--- src/hw/rtl/rtnh_pkg.sv ---
// Shared types, constants and arithmetic helpers for the ray/triangle nearest-hit block.
// Used by rtnh_div and ray_triangle_nearest_hit.
`timescale 1ns / 1ps
`default_nettype none

package rtnh_pkg;

    localparam int MAX_TRIANGLES = 256;
    localparam int STORE_DEPTH   = MAX_TRIANGLES * 9;
    localparam int ADDR_W        = $clog2(STORE_DEPTH);
    localparam int TRI_W         = $clog2(MAX_TRIANGLES);
    localparam int CNT_W         = TRI_W + 1;
    localparam int CFG_IDX_W     = 2;
    localparam int CFG_DATA_W    = 16;

    localparam logic [CFG_IDX_W-1:0] CFG_TRI_COUNT = 2'd0;
    localparam logic [CFG_IDX_W-1:0] CFG_EPSILON   = 2'd1;

    localparam logic MODE_WRITE = 1'b0;
    localparam logic MODE_RAY   = 1'b1;

    localparam logic [1:0] CORNER_NONE = 2'd3;

    localparam logic [CNT_W-1:0] MAX_COUNT = CNT_W'(MAX_TRIANGLES);

    typedef struct packed {
        logic               mode;
        logic [7:0]         tri_index;
        logic [1:0]         corner;
        logic signed [31:0] pos_x;
        logic signed [31:0] pos_y;
        logic signed [31:0] pos_z;
        logic signed [31:0] dir_x;
        logic signed [31:0] dir_y;
        logic signed [31:0] dir_z;
        logic               skip_valid;
        logic [7:0]         skip_index;
    } in_item_t;

    typedef struct packed {
        logic               hit;
        logic [7:0]         hit_index;
        logic signed [31:0] distance;
        logic signed [31:0] bary_u;
        logic signed [31:0] bary_v;
        logic signed [31:0] point_x;
        logic signed [31:0] point_y;
        logic signed [31:0] point_z;
    } out_item_t;

    typedef struct packed {
        logic busy;
        logic done;
    } div_status_t;

    typedef enum logic [3:0] {
        ST_IDLE,
        ST_WRITE,
        ST_SELECT,
        ST_LOAD,
        ST_SUB,
        ST_CALC,
        ST_CHECK,
        ST_DIV_GO,
        ST_DIV_WAIT,
        ST_TEST,
        ST_NEXT,
        ST_DONE
    } state_t;

    typedef enum logic [4:0] {
        OPD_ZERO,
        OPD_DIR_X, OPD_DIR_Y, OPD_DIR_Z,
        OPD_E1_X,  OPD_E1_Y,  OPD_E1_Z,
        OPD_E2_X,  OPD_E2_Y,  OPD_E2_Z,
        OPD_TV_X,  OPD_TV_Y,  OPD_TV_Z,
        OPD_PV_X,  OPD_PV_Y,  OPD_PV_Z,
        OPD_QV_X,  OPD_QV_Y,  OPD_QV_Z,
        OPD_U,     OPD_V,
        OPD_P1_X,  OPD_P1_Y,  OPD_P1_Z
    } operand_t;

    typedef enum logic [3:0] {
        DST_NONE,
        DST_PV_X, DST_PV_Y, DST_PV_Z,
        DST_QV_X, DST_QV_Y, DST_QV_Z,
        DST_DET,
        DST_NUM_T, DST_NUM_U, DST_NUM_V,
        DST_PT_X, DST_PT_Y, DST_PT_Z
    } dest_t;

    typedef struct packed {
        operand_t a;
        operand_t b;
        logic     neg;
        logic     first;
        operand_t init;
        logic     last;
        dest_t    dst;
    } uop_t;

    localparam logic [4:0] STEP_RAY_LAST = 5'd23;
    localparam logic [4:0] STEP_PT_FIRST = 5'd24;
    localparam logic [4:0] STEP_PT_LAST  = 5'd29;

    localparam logic [1:0] DIV_T = 2'd0;
    localparam logic [1:0] DIV_U = 2'd1;
    localparam logic [1:0] DIV_V = 2'd2;

    function automatic uop_t mk(operand_t a, operand_t b, logic neg, logic first,
                                operand_t init, logic last, dest_t dst);
        uop_t r;
        r.a     = a;
        r.b     = b;
        r.neg   = neg;
        r.first = first;
        r.init  = init;
        r.last  = last;
        r.dst   = dst;
        return r;
    endfunction

    // One product term per step; cross products, dot products, then the hit point.
    function automatic uop_t uop_at(logic [4:0] step);
        uop_t r;
        unique case (step)
            5'd0:  r = mk(OPD_DIR_Y, OPD_E2_Z, 1'b0, 1'b1, OPD_ZERO, 1'b0, DST_NONE);
            5'd1:  r = mk(OPD_DIR_Z, OPD_E2_Y, 1'b1, 1'b0, OPD_ZERO, 1'b1, DST_PV_X);
            5'd2:  r = mk(OPD_DIR_Z, OPD_E2_X, 1'b0, 1'b1, OPD_ZERO, 1'b0, DST_NONE);
            5'd3:  r = mk(OPD_DIR_X, OPD_E2_Z, 1'b1, 1'b0, OPD_ZERO, 1'b1, DST_PV_Y);
            5'd4:  r = mk(OPD_DIR_X, OPD_E2_Y, 1'b0, 1'b1, OPD_ZERO, 1'b0, DST_NONE);
            5'd5:  r = mk(OPD_DIR_Y, OPD_E2_X, 1'b1, 1'b0, OPD_ZERO, 1'b1, DST_PV_Z);
            5'd6:  r = mk(OPD_TV_Y,  OPD_E1_Z, 1'b0, 1'b1, OPD_ZERO, 1'b0, DST_NONE);
            5'd7:  r = mk(OPD_TV_Z,  OPD_E1_Y, 1'b1, 1'b0, OPD_ZERO, 1'b1, DST_QV_X);
            5'd8:  r = mk(OPD_TV_Z,  OPD_E1_X, 1'b0, 1'b1, OPD_ZERO, 1'b0, DST_NONE);
            5'd9:  r = mk(OPD_TV_X,  OPD_E1_Z, 1'b1, 1'b0, OPD_ZERO, 1'b1, DST_QV_Y);
            5'd10: r = mk(OPD_TV_X,  OPD_E1_Y, 1'b0, 1'b1, OPD_ZERO, 1'b0, DST_NONE);
            5'd11: r = mk(OPD_TV_Y,  OPD_E1_X, 1'b1, 1'b0, OPD_ZERO, 1'b1, DST_QV_Z);
            5'd12: r = mk(OPD_PV_X,  OPD_E1_X, 1'b0, 1'b1, OPD_ZERO, 1'b0, DST_NONE);
            5'd13: r = mk(OPD_PV_Y,  OPD_E1_Y, 1'b0, 1'b0, OPD_ZERO, 1'b0, DST_NONE);
            5'd14: r = mk(OPD_PV_Z,  OPD_E1_Z, 1'b0, 1'b0, OPD_ZERO, 1'b1, DST_DET);
            5'd15: r = mk(OPD_QV_X,  OPD_E2_X, 1'b0, 1'b1, OPD_ZERO, 1'b0, DST_NONE);
            5'd16: r = mk(OPD_QV_Y,  OPD_E2_Y, 1'b0, 1'b0, OPD_ZERO, 1'b0, DST_NONE);
            5'd17: r = mk(OPD_QV_Z,  OPD_E2_Z, 1'b0, 1'b0, OPD_ZERO, 1'b1, DST_NUM_T);
            5'd18: r = mk(OPD_PV_X,  OPD_TV_X, 1'b0, 1'b1, OPD_ZERO, 1'b0, DST_NONE);
            5'd19: r = mk(OPD_PV_Y,  OPD_TV_Y, 1'b0, 1'b0, OPD_ZERO, 1'b0, DST_NONE);
            5'd20: r = mk(OPD_PV_Z,  OPD_TV_Z, 1'b0, 1'b0, OPD_ZERO, 1'b1, DST_NUM_U);
            5'd21: r = mk(OPD_QV_X,  OPD_DIR_X, 1'b0, 1'b1, OPD_ZERO, 1'b0, DST_NONE);
            5'd22: r = mk(OPD_QV_Y,  OPD_DIR_Y, 1'b0, 1'b0, OPD_ZERO, 1'b0, DST_NONE);
            5'd23: r = mk(OPD_QV_Z,  OPD_DIR_Z, 1'b0, 1'b0, OPD_ZERO, 1'b1, DST_NUM_V);
            5'd24: r = mk(OPD_U,     OPD_E1_X, 1'b0, 1'b1, OPD_P1_X, 1'b0, DST_NONE);
            5'd25: r = mk(OPD_V,     OPD_E2_X, 1'b0, 1'b0, OPD_ZERO, 1'b1, DST_PT_X);
            5'd26: r = mk(OPD_U,     OPD_E1_Y, 1'b0, 1'b1, OPD_P1_Y, 1'b0, DST_NONE);
            5'd27: r = mk(OPD_V,     OPD_E2_Y, 1'b0, 1'b0, OPD_ZERO, 1'b1, DST_PT_Y);
            5'd28: r = mk(OPD_U,     OPD_E1_Z, 1'b0, 1'b1, OPD_P1_Z, 1'b0, DST_NONE);
            5'd29: r = mk(OPD_V,     OPD_E2_Z, 1'b0, 1'b0, OPD_ZERO, 1'b1, DST_PT_Z);
            default: r = mk(OPD_ZERO, OPD_ZERO, 1'b0, 1'b1, OPD_ZERO, 1'b0, DST_NONE);
        endcase
        return r;
    endfunction

    // Q16.16 product, truncated toward zero.
    function automatic logic signed [47:0] fmul(logic signed [63:0] p);
        logic signed [63:0] adj;
        adj = p[63] ? (p + 64'sd65535) : p;
        return $signed(adj[63:16]);
    endfunction

    function automatic logic signed [31:0] sat32(logic signed [49:0] v);
        logic signed [31:0] r;
        if (v > 50'sd2147483647) begin
            r = 32'sh7FFFFFFF;
        end else if (v < -50'sd2147483648) begin
            r = 32'sh80000000;
        end else begin
            r = v[31:0];
        end
        return r;
    endfunction

    function automatic logic signed [31:0] sat_sub(logic signed [31:0] a, logic signed [31:0] b);
        logic signed [32:0] d;
        logic signed [31:0] r;
        d = {a[31], a} - {b[31], b};
        if (d[32] != d[31]) begin
            r = d[32] ? 32'sh80000000 : 32'sh7FFFFFFF;
        end else begin
            r = d[31:0];
        end
        return r;
    endfunction

endpackage

`default_nettype wire

--- src/hw/rtl/rtnh_div.sv ---
// Radix-2 restoring divider: sat32((num * 2^16) / den), truncated toward zero.
// Depends on rtnh_pkg.
`timescale 1ns / 1ps
`default_nettype none

module rtnh_div
    import rtnh_pkg::*;
(
    input  wire logic               clk,
    input  wire logic               rst_n,
    input  wire logic               start,
    input  wire logic signed [31:0] num,
    input  wire logic signed [31:0] den,
    output div_status_t             status,
    output logic signed [31:0]      quo
);

    logic        busy_reg;
    logic        done_reg;
    logic [5:0]  cnt_reg;
    logic        neg_reg;
    logic [47:0] dvd_reg;
    logic [31:0] rem_reg;
    logic [31:0] den_reg;
    logic signed [31:0] quo_reg;

    logic [32:0] shifted;
    logic        fits;
    logic [31:0] rem_next;
    logic [47:0] dvd_next;
    logic [31:0] num_mag;
    logic [31:0] den_mag;
    logic signed [31:0] quo_next;

    always_comb
    begin
        num_mag  = num[31] ? (32'd0 - num) : num;
        den_mag  = den[31] ? (32'd0 - den) : den;
        shifted  = {rem_reg, dvd_reg[47]};
        fits     = shifted >= {1'b0, den_reg};
        rem_next = fits ? 32'(shifted - {1'b0, den_reg}) : shifted[31:0];
        dvd_next = {dvd_reg[46:0], fits};
        if (neg_reg)
        begin
            quo_next = (dvd_next > 48'h80000000) ? 32'sh80000000 : 32'(48'd0 - dvd_next);
        end
        else
        begin
            quo_next = (dvd_next > 48'h7FFFFFFF) ? 32'sh7FFFFFFF : dvd_next[31:0];
        end
    end

    always_ff @(posedge clk or negedge rst_n)
    begin
        if (!rst_n)
        begin
            busy_reg <= 1'b0;
            done_reg <= 1'b0;
            cnt_reg  <= '0;
        end
        else
        begin
            done_reg <= 1'b0;
            if (start)
            begin
                busy_reg <= 1'b1;
                cnt_reg  <= '0;
            end
            else if (busy_reg)
            begin
                cnt_reg <= cnt_reg + 6'd1;
                if (cnt_reg == 6'd47)
                begin
                    busy_reg <= 1'b0;
                    done_reg <= 1'b1;
                end
            end
        end
    end

    always_ff @(posedge clk)
    begin
        if (start)
        begin
            neg_reg <= num[31] ^ den[31];
            dvd_reg <= {num_mag, 16'd0};
            rem_reg <= '0;
            den_reg <= den_mag;
        end
        else if (busy_reg)
        begin
            dvd_reg <= dvd_next;
            rem_reg <= rem_next;
            if (cnt_reg == 6'd47)
            begin
                quo_reg <= quo_next;
            end
        end
    end

    assign status.busy = busy_reg;
    assign status.done = done_reg;
    assign quo         = quo_reg;

`ifndef NO_ASSERTIONS
    a_no_restart: assert property (@(posedge clk) disable iff (!rst_n)
        start |-> !busy_reg)
        else $error("divider restarted while busy");
    a_done_after_busy: assert property (@(posedge clk) disable iff (!rst_n)
        done_reg |-> $past(busy_reg))
        else $error("divider done without run");
    a_done_idle: assert property (@(posedge clk) disable iff (!rst_n)
        done_reg |-> !busy_reg)
        else $error("divider done while busy");
`endif

endmodule

`default_nettype wire

--- config.mk ---
export PLATFORM = sky130hd
export DESIGN_NAME = rtnh_div
export DESIGN_NICKNAME = d
export VERILOG_FILES = /design/src/hw/rtl/rtnh_pkg.sv /design/src/hw/rtl/rtnh_div.sv
export SDC_FILE = /design/constraint.sdc
export NUM_CORES = 1
export LEC_CHECK = 0
export ABC_CLOCK_PERIOD_IN_PS = 4540
export BUFFER_PORTS_ARGS = -buffer_cell sky130_fd_sc_hd__buf_2
export CORE_ASPECT_RATIO = 0.6
export CORE_UTILIZATION = 54
export CTS_CLUSTER_SIZE = 30
export DETAILED_ROUTE_END_ITERATION = 8
export PLACE_DENSITY_LB_ADDON = 0.25
export SYNTH_ARGS = -nofsm -noshare
export SYNTH_HDL_FRONTEND = slang
export SYNTH_SLANG_ARGS = --single-unit
--- constraint.sdc ---
create_clock -name clk -period 4.54 [get_ports clk]
set_input_delay 0 -clock clk [delete_from_list [all_inputs] [get_ports clk]]
set_output_delay 0 -clock clk [all_outputs]
set_load 0.02 [all_outputs]
# ---- After elaboration in Yosys (flattened, before gate mapping)
# Cells that the tools add are included.
dict set report totals {
  register_bits 153
  output_inout_bits 34
  inputBits 67
}
dict set report classes {
  n_eq_ne 1
  n_bitwise 2
  muxes 16
  n_addsub 5
  n_reduce_logical 2
  magnitude_cmp 3
}
# operator count
set op_table {}
lappend op_table {{32-bit 2-to-1 mux} 5}
lappend op_table {{48-bit 2-to-1 mux} 2}
lappend op_table {{1-bit by 32-bit subtractor with 32-bit output (first input constant)} 3}
lappend op_table {{48-bit by 31-bit > comparator with 1-bit output (second input constant)} 1}
lappend op_table {{48-bit by 32-bit > comparator with 1-bit output (second input constant)} 1}
lappend op_table {{33-bit by 32-bit >= comparator with 1-bit output} 1}
lappend op_table {{32-bit subtractor} 1}
lappend op_table {{31-bit 2-to-1 mux} 1}
lappend op_table {{6-bit 2-to-1 mux} 2}
lappend op_table {{6-bit by 1-bit adder with 6-bit output (second input constant)} 1}
lappend op_table {{6-bit == test (second input constant)} 1}
lappend op_table {{1-bit 2-to-1 mux} 6}
lappend op_table {{3-bit AND reduction} 1}
lappend op_table {{2-bit nonzero test} 1}
lappend op_table {{1-bit inverter} 1}
lappend op_table {{1-bit bitwise XOR} 1}

# ---- Logic depth before layout (Yosys ltp)
# Gate-level depths: netlist of run 1.
dict set report depth {
  ltp_word 4
  mapped_depth 22
}

# ---- Worst setup path after synthesis of run 1
# No wires, ideal clock.
dict set report synth_timing {
  path_type {reg2reg}
  startpoint {reg den_reg[12]}
  endpoint {reg quo_reg[13], in the netlist quo[13], data pin}
  synth_period_minus_slack_ns 4.935
  t_arrival_ns 4.740
  setup_slack_ns -0.395
  n_path_buf 4
  path_stages_with_launch 21
  setup_ns 0.195
  cell_sequence {edfxtp_1 > inv_1 > ha_1 > clkbuf_1 > a21o_1 > a31oi_1 > o22ai_1 > or3_1 > o211ai_1 > o21a_1 > clkbuf_1 > ha_1 > or3b_2 > or3_1 > nor4_1 > nand3b_1 > a21o_1 > or2_2 > clkbuf_1 > clkbuf_1 > o311ai_0}
}
dict set report synth_between {
  elab_chain_cells 4
  word_cells_on_any_way 7
}
# item line_no
set synth_rtl {}
lappend synth_rtl {{start: declaration} rtnh_div.sv:24} ;# logic [31:0] den_reg;
lappend synth_rtl {{start signal: assignment} rtnh_div.sv:88} ;# den_reg <= den_mag;
lappend synth_rtl {{33-bit by 32-bit >= comparator with 1-bit output (*)} rtnh_div.sv:40} ;# fits = shifted >= {1'b0, den_reg};
lappend synth_rtl {{48-bit by 31-bit > comparator with 1-bit output, or another cell as far along} rtnh_div.sv:49} ;# quo_next = (dvd_next > 48'h7FFFFFFF) ? 32'sh7FFFFFFF : dvd_next[31:0];
lappend synth_rtl {{32-bit 2-to-1 mux (on tied branches)} {rtnh_div.sv:49, rtnh_div.sv:45}}
lappend synth_rtl {{32-bit 2-to-1 mux (*)} rtnh_div.sv:43} ;# if (neg_reg)
lappend synth_rtl {{via quo_next[13]} rtnh_div.sv:33} ;# logic signed [31:0] quo_next;
lappend synth_rtl {{end signal: assignment} rtnh_div.sv:96} ;# quo_reg <= quo_next;
lappend synth_rtl {{end: declaration} rtnh_div.sv:25} ;# logic signed [31:0] quo_reg;
# Mark *: on every way through the listed nets, which the timed path passes. The rest lies on a longest branch.
# A chain may end at the register's enable or synchronous reset.

# ---- Final worst setup path of run 1
dict set report layout_timing {
  startpoint {reg den_reg[12]}
  endpoint {reg quo_reg[7], in the netlist quo[7], data pin}
}
# The elaborated chain is that of the path after synthesis.

==> results.sh, run 1 <==
export IMPL_drv_slew=0
export IMPL_die_y_um=105
export IMPL_whs_ps=11.9
export IMPL_path_delay_family="simple AND/OR/NAND/NOR gates"
export IMPL_critPathLaunchType="flip-flop"
export IMPL_synth_mux_area_frac=0.0187
export IMPL_nets=1260
export IMPL_grt_max_degree=55
export IMPL_synthArstFlopShare=0.0523
export IMPL_arrival_ps=4630
export IMPL_synth_compound_area_frac=0.209
export IMPL_worstPathMaxFanout=5
export IMPL_synth_xor_area_share=0.0792
export IMPL_yosysWarningCount=0
export IMPL_synth_cell_types=62
export IMPL_num_io_pins=101
export IMPL_rows=37
export IMPL_multi_input_area_sq_um=5300
export IMPL_fill_cells=1332
export IMPL_area_sequential_sq_um=4080
export IMPL_ys_ff_latch=153
export IMPL_grt_pass1_wl_mm=40.0
export IMPL_setup_viol=0
export IMPL_status="complete, no violations"
export IMPL_finalHoldViolations=0
export IMPL_firstDrtPassIters=9
export IMPL_fin_skew_ps=7.87
export IMPL_hold_path_class="input port to flip-flop"
export IMPL_die_w_um=174
export IMPL_place_congestion=0.929
export IMPL_synth_nets=1133
export IMPL_cts_sinks=153
export IMPL_cts_tree="done"
export IMPL_p_per_area_nw_per_um2=473
export IMPL_hpwl_mm=17.1
export IMPL_cp_cell_sequence="inv_2 -> ha_4 -> a21o_1 -> a31oi_4 -> o22ai_2 -> or3_1 -> o211ai_1 -> o21a_1 -> ha_4 -> or3b_4 -> or3_4 -> nor4_4 -> nand3b_1 -> a21o_1 -> or2_2 -> o311ai_0"
export IMPL_yosys_area_top_type="edfxtp_1"
export IMPL_cpMaxStageDelayCell="or3_4"
export IMPL_period_minus_slack_ps=4410
export IMPL_synth_edf_count=97
export IMPL_ctsHtreeMaxLevel=4
export IMPL_r2r_start="den_reg[12]"
export IMPL_critical_path_class="flip-flop to flip-flop"
export IMPL_dr_first_iter_drc_count=909
export IMPL_antenna_left=0
export IMPL_final_cell_mix="nand2_1, buf_2, edfxtp_1"
export IMPL_drive_above_1_share=0.175
export IMPL_numCtsBuffers=17
export IMPL_maxCapViolCount=0
export IMPL_synth_top_family_by_area="compound AO/OA/AOI/OAI gates"
export IMPL_die_area_sq_um=18400
export IMPL_clockRootBuffer="clkbuf_16"
export IMPL_final_util=0.670
export IMPL_track_usage=0.275
export IMPL_io_buffers=100
export IMPL_dp_cells=1323
export IMPL_synth_simple_area_share=0.176
export IMPL_wl_mm=24.9
export IMPL_clk_path_buf_depth=2
export IMPL_synth_fa_ha_area_frac=0.0489
export IMPL_synth_ff_type="edfxtp_1"
export IMPL_period_share=0.972
export IMPL_path_buf_inv=1
export IMPL_viasPerCell=6.07
export IMPL_netlist_area_leader_share=0.303
export IMPL_start_util=0.557
export IMPL_syn_area_sq_um=9620
export IMPL_power_leakage_uw=0.00467
export IMPL_critPathMaxStageDelay_ps=420
export IMPL_drc_errors=0
export IMPL_synth_area_leaders="edfxtp_1, dfxtp_1, xnor2_1"
export IMPL_max_slew_margin=0.314
export IMPL_grt_pass1_vias=7664
export IMPL_detail_route_wl_per_cell_um=17.8
export IMPL_timing_rr_end="quo[7]"
export IMPL_max_freq_ghz=0.227
export IMPL_final_common_cell="nand2_1"
export IMPL_tightestPinTransition_ps=1030
export IMPL_coreArea_sq_um=17300
export IMPL_stdcell_count=1403
export IMPL_hp_start="num[22]"
export IMPL_hold_depth=3
export IMPL_antenna_found_initial=0
export IMPL_num_antenna_cells=0
export IMPL_netlist_instances=1029
export IMPL_whs_endpoint="dvd_reg[38]"
export IMPL_overflow=0
export IMPL_num_vias=8514
export IMPL_clk_latency_ps=430
export IMPL_yosysSeqAreaShare=0.423
export IMPL_largest_reg_flops=48
export IMPL_timing_reg2reg_setup_slack_ps=130
export IMPL_cp_data_required_time_ps=4760
export IMPL_vdd_drop_max_mv=0.404
export IMPL_end_kind="flip-flop"
export IMPL_clk_pin_slew_worst_paths_ps=60
export IMPL_synthToLayoutAreaGrowth_pct=20.2
export IMPL_r2r_cells=16
export IMPL_syn_avg_cell_area_sq_um=9.35
-- worst register-to-register path, cell delays in order, from the launching register on --
cell,delay [ps]
edfxtp_1,390
inv_2,90
ha_4,220
a21o_1,190
a31oi_4,190
o22ai_2,120
or3_1,370
o211ai_1,230
o21a_1,230
ha_4,150
or3b_4,370
or3_4,420
nor4_4,150
nand3b_1,100
a21o_1,230
or2_2,370
o311ai_0,380
-- cell families after synthesis --
family | count (synthesis)
and+or+nand+nor | 337
AOI/OAI and AO/OA | 286
DFF | 153
buffers and inverters | 111
xor gates and xnor gates | 87
adders and majority gates | 37
muxes | 18
-- synthesized netlist by cell type (9+ instances only) --
| cell | count |
|---|---|
| clkbuf_1 | 51 |
| xor2_1 | 16 |
| ha_1 | 36 |
| or2_2 | 11 |
| nand2b_1 | 9 |
| xnor2_1 | 71 |
| o21ai_0 | 69 |
| nor3_1 | 26 |
| or3_1 | 29 |
| nand2_1 | 101 |
| edfxtp_1 | 97 |
| a21oi_1 | 37 |
| a22o_1 | 37 |
| nand3_1 | 12 |
| o21a_1 | 9 |
| nor4_1 | 14 |
| a211oi_1 | 9 |
| mux2i_1 | 18 |
| a311oi_1 | 17 |
| o31ai_1 | 26 |
| dfxtp_1 | 48 |
| o311ai_0 | 19 |
| inv_1 | 52 |
| a21o_1 | 14 |
| nand4_1 | 10 |
| nor2_1 | 79 |
-- power breakdown --
group          internal, uW  switching [uW]  leakage, uW  total [uW]
combinational           924            1230      0.00292        2160
clock                   855             576     0.000289        1430
sequential             1690             190      0.00146        1880
-- what timing repair did --
action	4_1_cts	5_1_grt
cloned	0	2
buffers inserted	0	5
endpoints found under the hold margin	43	0
pin swaps	0	13
setup endpoints to repair	14	29
hold buffers	41	0
gates resized for setup	4	22
-- worst max-delay path by stage --
stage / start / endpoint / slack, ps / cells past startpoint
after floorplan: den_reg[12] / quo[6] / -70 / 20
after global placement: den_reg[10] / quo[6] / 70 / 17
after detailed placement: den_reg[12] / quo[16] / -90 / 17
after CTS: den_reg[12] / quo[18] / 20 / 17
after global routing: den_reg[10] / quo[7] / -60 / 16
final: den_reg[12] / quo[7] / 130 / 16
-- layer usage --
layer  wire [um]  track usage  up-vias  part of all wire
met5           0            0        -                 0
met4         247       0.0639        0            0.0099
met3        2200       0.0639       22             0.088
met2        9920        0.376      369              0.40
met1       12600        0.429     4026              0.50
li1            -            -     4097                 -
-- area by class of cell --
class / count / share of cell area
multi-input cells: 767 / 0.458
flip-flops and latches: 153 / 0.352
repair buffers: 164 / 0.0957
clock buffers: 22 / 0.0410
well taps: 234 / 0.0253
inverters: 53 / 0.0172
clock inverters: 10 / 0.0101
-- per-stage QoR --
| step | worst slack (ps) | setup TNS (ps) | total power [uW] | cell area, sq um |
|---|---|---|---|---|
| 2_1_floorplan | -69.0 | -765 | 3370 | 9700 |
| 3_3_place_gp | 71.6 | 0 | 3840 | 10400 |
| 3_5_place_dp | -85.5 | -546 | 3870 | 10400 |
| 4_1_cts | 17.1 | 0 | 5350 | 11400 |
| 5_1_grt | -61.8 | -65.6 | 5780 | 11600 |
| 6_report | 127 | 0 | 5470 | 11600 |
No activity file was read; power rests on OpenSTA's default activity.
==> run 2, diff against run 1 <==
- CTS_BUF_LIST: not set -> sky130_fd_sc_hd__clkbuf_16
- RECOVER_POWER: not set -> 50
- SKIP_LAST_GASP: not set -> 1
==> results.sh, run 2 (synthesized netlist as in run 1, its figures left out) <==
export IMPL_cts_sinks=153
export IMPL_cp_cell_sequence="inv_2 -> ha_4 -> a21o_1 -> a31oi_4 -> o22ai_2 -> or3_1 -> o211ai_1 -> o21a_1 -> ha_4 -> or3b_4 -> or3_4 -> nor4_4 -> nand3b_1 -> a21o_1 -> or2_2 -> o311ai_0"
export IMPL_worstPathMaxFanout=5
export IMPL_violations="capacitance limit, slew limit"
export IMPL_dr_first_iter_drc_count=875
export IMPL_hpwl_mm=17.1
export IMPL_clk_pin_slew_worst_paths_ps=70
export IMPL_period_minus_slack_ps=4400
export IMPL_status="finished with violations"
export IMPL_end_kind="flip-flop"
export IMPL_ctsHtreeMaxLevel=4
export IMPL_synthToLayoutAreaGrowth_pct=19.1
export IMPL_wl_mm=24.9
export IMPL_timing_rr_end="quo[7]"
export IMPL_r2r_cells=16
export IMPL_critPathMaxStageDelay_ps=420
export IMPL_worstSetupEndpoint="quo[7]"
export IMPL_rows=37
export IMPL_setup_viol=0
export IMPL_num_io_pins=101
export IMPL_stdcell_count=1403
export IMPL_finalHoldViolations=0
export IMPL_clk_path_buf_depth=2
export IMPL_critical_path_class="flip-flop to flip-flop"
export IMPL_num_vias=8468
export IMPL_vdd_drop_max_mv=0.405
export IMPL_start_util=0.557
export IMPL_num_antenna_cells=0
export IMPL_arrival_ps=4620
export IMPL_final_cell_mix="nand2_1, edfxtp_1, nor2_1"
export IMPL_overflow=0
export IMPL_period_share=0.969
export IMPL_largest_reg_flops=48
export IMPL_io_buffers=100
export IMPL_grt_pass1_wl_mm=40.0
export IMPL_viasPerCell=6.04
export IMPL_fin_skew_ps=10.2
export IMPL_path_buf_inv=1
export IMPL_cpMaxStageDelayCell="or3_4"
export IMPL_clockRootBuffer="clkbuf_16"
export IMPL_nets=1260
export IMPL_final_common_cell="nand2_1"
export IMPL_hold_depth=3
export IMPL_place_congestion=0.929
export IMPL_clk_latency_ps=430
export IMPL_critPathLaunchType="flip-flop"
export IMPL_drive_above_1_share=0.135
export IMPL_crit_start="den_reg[12]"
export IMPL_antenna_left=0
export IMPL_timing_reg2reg_setup_slack_ps=140
export IMPL_grt_pass1_vias=7661
export IMPL_final_util=0.664
export IMPL_tightestPinTransition_ps=2440
export IMPL_grt_max_degree=55
export IMPL_r2r_start="den_reg[12]"
export IMPL_dp_cells=1323
export IMPL_crit_cells=16
export IMPL_path_delay_family="simple AND/OR/NAND/NOR gates"
export IMPL_drv_slew=160
export IMPL_die_w_um=174
export IMPL_max_slew_margin=-0.629
export IMPL_p_per_area_nw_per_um2=472
export IMPL_antenna_found_initial=0
export IMPL_detail_route_wl_per_cell_um=17.7
export IMPL_max_freq_ghz=0.227
export IMPL_maxCapViolCount=4
export IMPL_die_area_sq_um=18400
export IMPL_drc_errors=0
export IMPL_cp_data_required_time_ps=4760
export IMPL_cts_tree="done"
export IMPL_firstDrtPassIters=5
export IMPL_hold_path_class="input port to flip-flop"
export IMPL_die_y_um=105
export IMPL_power_leakage_uw=0.00454
export IMPL_track_usage=0.275
export IMPL_whs_ps=9.28
export IMPL_numCtsBuffers=17
export IMPL_coreArea_sq_um=17300
-- run 2: final cells by class --
class                           count  area, sq um
Sequential cell                   153         4070
Inverter                           53          199
Clock inverter                     15          135
Clock buffer                       17          425
Tap cell                          234          293
Multi-Input combinational cell    767         5300
Timing Repair Buffer              164         1040
Fill cell                        1361         5800
-- run 2: worst min path at each step --
| stage | from | to |
|---|---|---|
| CTS | num[20] | dvd_reg[36] |
| detailed placement | rst_n | done_reg |
| global route | num[20] | dvd_reg[36] |
| global placement | rst_n | done_reg |
| floorplan | rst_n | busy_reg |
| finish | num[22] | dvd_reg[38] |
-- run 2: power by group --
| part | leakage [uW] | switching (uW) | internal (uW) |
|---|---|---|---|
| Clock | 0.000280 | 569 | 799 |
| Combinational | 0.00280 | 1230 | 923 |
| Sequential | 0.00146 | 191 | 1690 |
| Total | 0.00454 | 1990 | 3410 |
-- run 2: tightest hold or removal path, stage by stage --
cell	delay [ps]
buf_2	110
xnor2_1	120
a22o_1	110
-- run 2: layer usage --
| metal | global-route usage | up-vias | wire, um |
|---|---|---|---|
| met2 | 0.375 | 361 | 9950 |
| met5 | 0 | - | 0 |
| met1 | 0.429 | 3987 | 12500 |
| li1 | - | 4094 | - |
| met3 | 0.0639 | 26 | 2160 |
| met4 | 0.0639 | 0 | 253 |
-- run 2: timing repair --
action / 4_1_cts / 5_1_grt
pin swaps: 0 / 13
gates resized for setup: 4 / 22
setup buffers: 0 / 5
cloned: 0 / 2
setup endpoints to repair: 14 / 29
hold buffers: 41 / 0
hold endpoints to repair: 43 / 0
-- run 2: stage by stage --
| step | power (uW) | TNS, ps | instance area (sq um) | setup WS [ps] |
|---|---|---|---|---|
| after floorplan | 3370 | -765 | 9700 | -69.0 |
| after global placement | 3840 | 0 | 10400 | 71.6 |
| after detailed placement | 3870 | -546 | 10400 | -85.5 |
| after CTS | 5290 | 0 | 11400 | 17.1 |
| after global routing | 5720 | -65.0 | 11500 | -61.5 |
| final | 5410 | 0 | 11500 | 140 |
==> run 3, diff against run 2 <==
- BUFFER_PORTS_ARGS: -buffer_cell sky130_fd_sc_hd__buf_2 -> -buffer_cell sky130_fd_sc_hd__clkbuf_2
==> results.sh, run 3 (synthesized netlist as in run 1, its figures left out) <==
export IMPL_clk_pin_slew_worst_paths_ps=70
export IMPL_clk_path_buf_depth=2
export IMPL_nets=1260
export IMPL_arrival_ps=4720
export IMPL_max_freq_ghz=0.225
export IMPL_coreArea_sq_um=17300
export IMPL_power_leakage_uw=0.00457
export IMPL_critical_path_class="flip-flop to flip-flop"
export IMPL_overflow=0
export IMPL_io_buffers=100
export IMPL_violations="capacitance limit, slew limit"
export IMPL_antenna_left=0
export IMPL_fin_skew_ps=10.2
export IMPL_dr_first_iter_drc_count=1174
export IMPL_cpMaxStageDelayCell="or3_4"
export IMPL_whs_ps=8.74
export IMPL_critPathMaxStageDelay_ps=420
export IMPL_cts_sinks=153
export IMPL_period_share=0.979
export IMPL_cp_data_required_time_ps=4810
export IMPL_finalHoldViolations=0
export IMPL_period_minus_slack_ps=4440
export IMPL_drc_errors=0
export IMPL_num_io_pins=101
export IMPL_cp_cell_sequence="inv_1 -> ha_4 -> a21o_1 -> a31oi_4 -> o22ai_2 -> or3_1 -> o211ai_1 -> o21a_1 -> ha_4 -> or3b_4 -> or3_4 -> nor4_4 -> nand3b_1 -> a21o_1 -> or2_2 -> a211oi_2 -> a211oi_1 -> nand2_1"
export IMPL_setup_viol=0
export IMPL_wl_mm=25.0
export IMPL_rows=37
export IMPL_status="finished with violations"
export IMPL_track_usage=0.279
export IMPL_max_slew_margin=-1.24
export IMPL_p_per_area_nw_per_um2=482
export IMPL_die_w_um=174
export IMPL_end_kind="flip-flop"
export IMPL_num_antenna_cells=0
export IMPL_total_power_uw=5550
export IMPL_num_vias=8582
export IMPL_die_y_um=105
export IMPL_drive_above_1_share=0.149
export IMPL_timing_reg2reg_setup_slack_ps=100
export IMPL_final_common_cell="nand2_1"
export IMPL_firstDrtPassIters=6
export IMPL_grt_pass1_vias=7794
export IMPL_viasPerCell=6.12
export IMPL_rsz0062_at_grt="true"
export IMPL_hpwl_mm=17.0
export IMPL_grt_pass1_wl_mm=40.8
export IMPL_grt_max_degree=67
export IMPL_critPathLaunchType="flip-flop"
export IMPL_tightestPinTransition_ps=3370
export IMPL_cts_tree="done"
export IMPL_worstPathMaxFanout=4
export IMPL_clk_latency_ps=430
export IMPL_largest_reg_flops=48
export IMPL_antenna_found_initial=0
export IMPL_detail_route_wl_per_cell_um=17.8
export IMPL_hold_path_class="input port to flip-flop"
export IMPL_maxCapViolCount=2
export IMPL_ctsHtreeMaxLevel=4
export IMPL_final_cell_mix="nand2_1, edfxtp_1, nor2_1"
export IMPL_vdd_drop_max_mv=0.373
export IMPL_place_congestion=0.919
export IMPL_clockRootBuffer="clkbuf_16"
export IMPL_die_area_sq_um=18400
export IMPL_numCtsBuffers=17
export IMPL_start_util=0.557
export IMPL_synthToLayoutAreaGrowth_pct=19.6
export IMPL_drv_slew=108
==> run 3: cell count changes in the layout (fill, tap and decap cells not counted), sizes merged <==
| cell | before | now |
|---|---|---|
| clkbuf | 60 | 121 |
| buf | 80 | 24 |
| dlygate4sd3 | 41 | 36 |
| clkinv | 8 | 5 |
| inv | 57 | 59 |
| bufinv | 2 | 3 |
==> run 3: worst paths after layout <==
path	start	cells after the start	end
worst max register to register	den_reg[10]	18	quo[5]
min in group asynchronous	rst_n	3	done_reg
worst max-delay path	den_reg[10]	18	quo[5]
worst min register to register	rem_reg[12]	2	rem_reg[13]
max in group asynchronous	rst_n	3	busy_reg
worst min-delay path	num[20]	3	dvd_reg[36]
==> run 3: final cells by class <==
| type | count | area, sq um |
|---|---|---|
| repair buffers | 164 | 1020 |
| clock buffers | 17 | 425 |
| multi-input cells | 767 | 5310 |
| well taps | 234 | 293 |
| clock inverters | 15 | 190 |
| flip-flops and latches | 153 | 4080 |
| fillers | 1369 | 5760 |
| inverters | 53 | 199 |
==> run 3: metal layers <==
metal,track usage,vias up,wire (um)
li1,-,4100,-
met1,0.439,4034,12300
met2,0.385,417,10000
met3,0.0552,31,2470
met4,0.0670,0,274
met5,0,-,0
==> run 3: power breakdown <==
part           total [uW]  internal [uW]  leakage (uW)  switching, uW
Combinational        2160            919       0.00282           1240
Clock                1510            880      0.000300            630
Sequential           1880           1690       0.00146            186
Total                5550           3490       0.00457           2060
==> run 3: timing repair <==
item | 4_1_cts | 5_1_grt
hold buffers | 36 | 0
cloned | 1 | 1
setup endpoints to repair | 13 | 30
setup buffers | 1 | 7
hold endpoints to repair | 41 | 0
pin swaps | 3 | 11
resized for setup | 6 | 20
==> run 3: worst max-delay path, delay by kind of cell (launching register included) <==
kind | cells | cell delay [ps]
compound gates | 8 | 1580
fa+ha+maj | 2 | 360
buf+inv | 1 | 110
flops | 1 | 370
simple gates | 7 | 1870
==> run 3: per-stage QoR <==
step / setup TNS [ps] / setup slack [ps] / cell area [sq um] / std cells / utilization
6_report: 0 / 97.0 / 11500 / 1403 / 0.667
5_1_grt: -570 / -72.5 / 11500 / 1403 / 0.667
4_1_cts: 0 / 17.0 / 11400 / 1395 / 0.660
3_5_place_dp: -235 / -69.4 / 10400 / 1325 / 0.601
3_3_place_gp: 0 / 64.0 / 10400 / 1325 / 0.601
2_1_floorplan: -765 / -69.0 / 9700 / 1029 / -
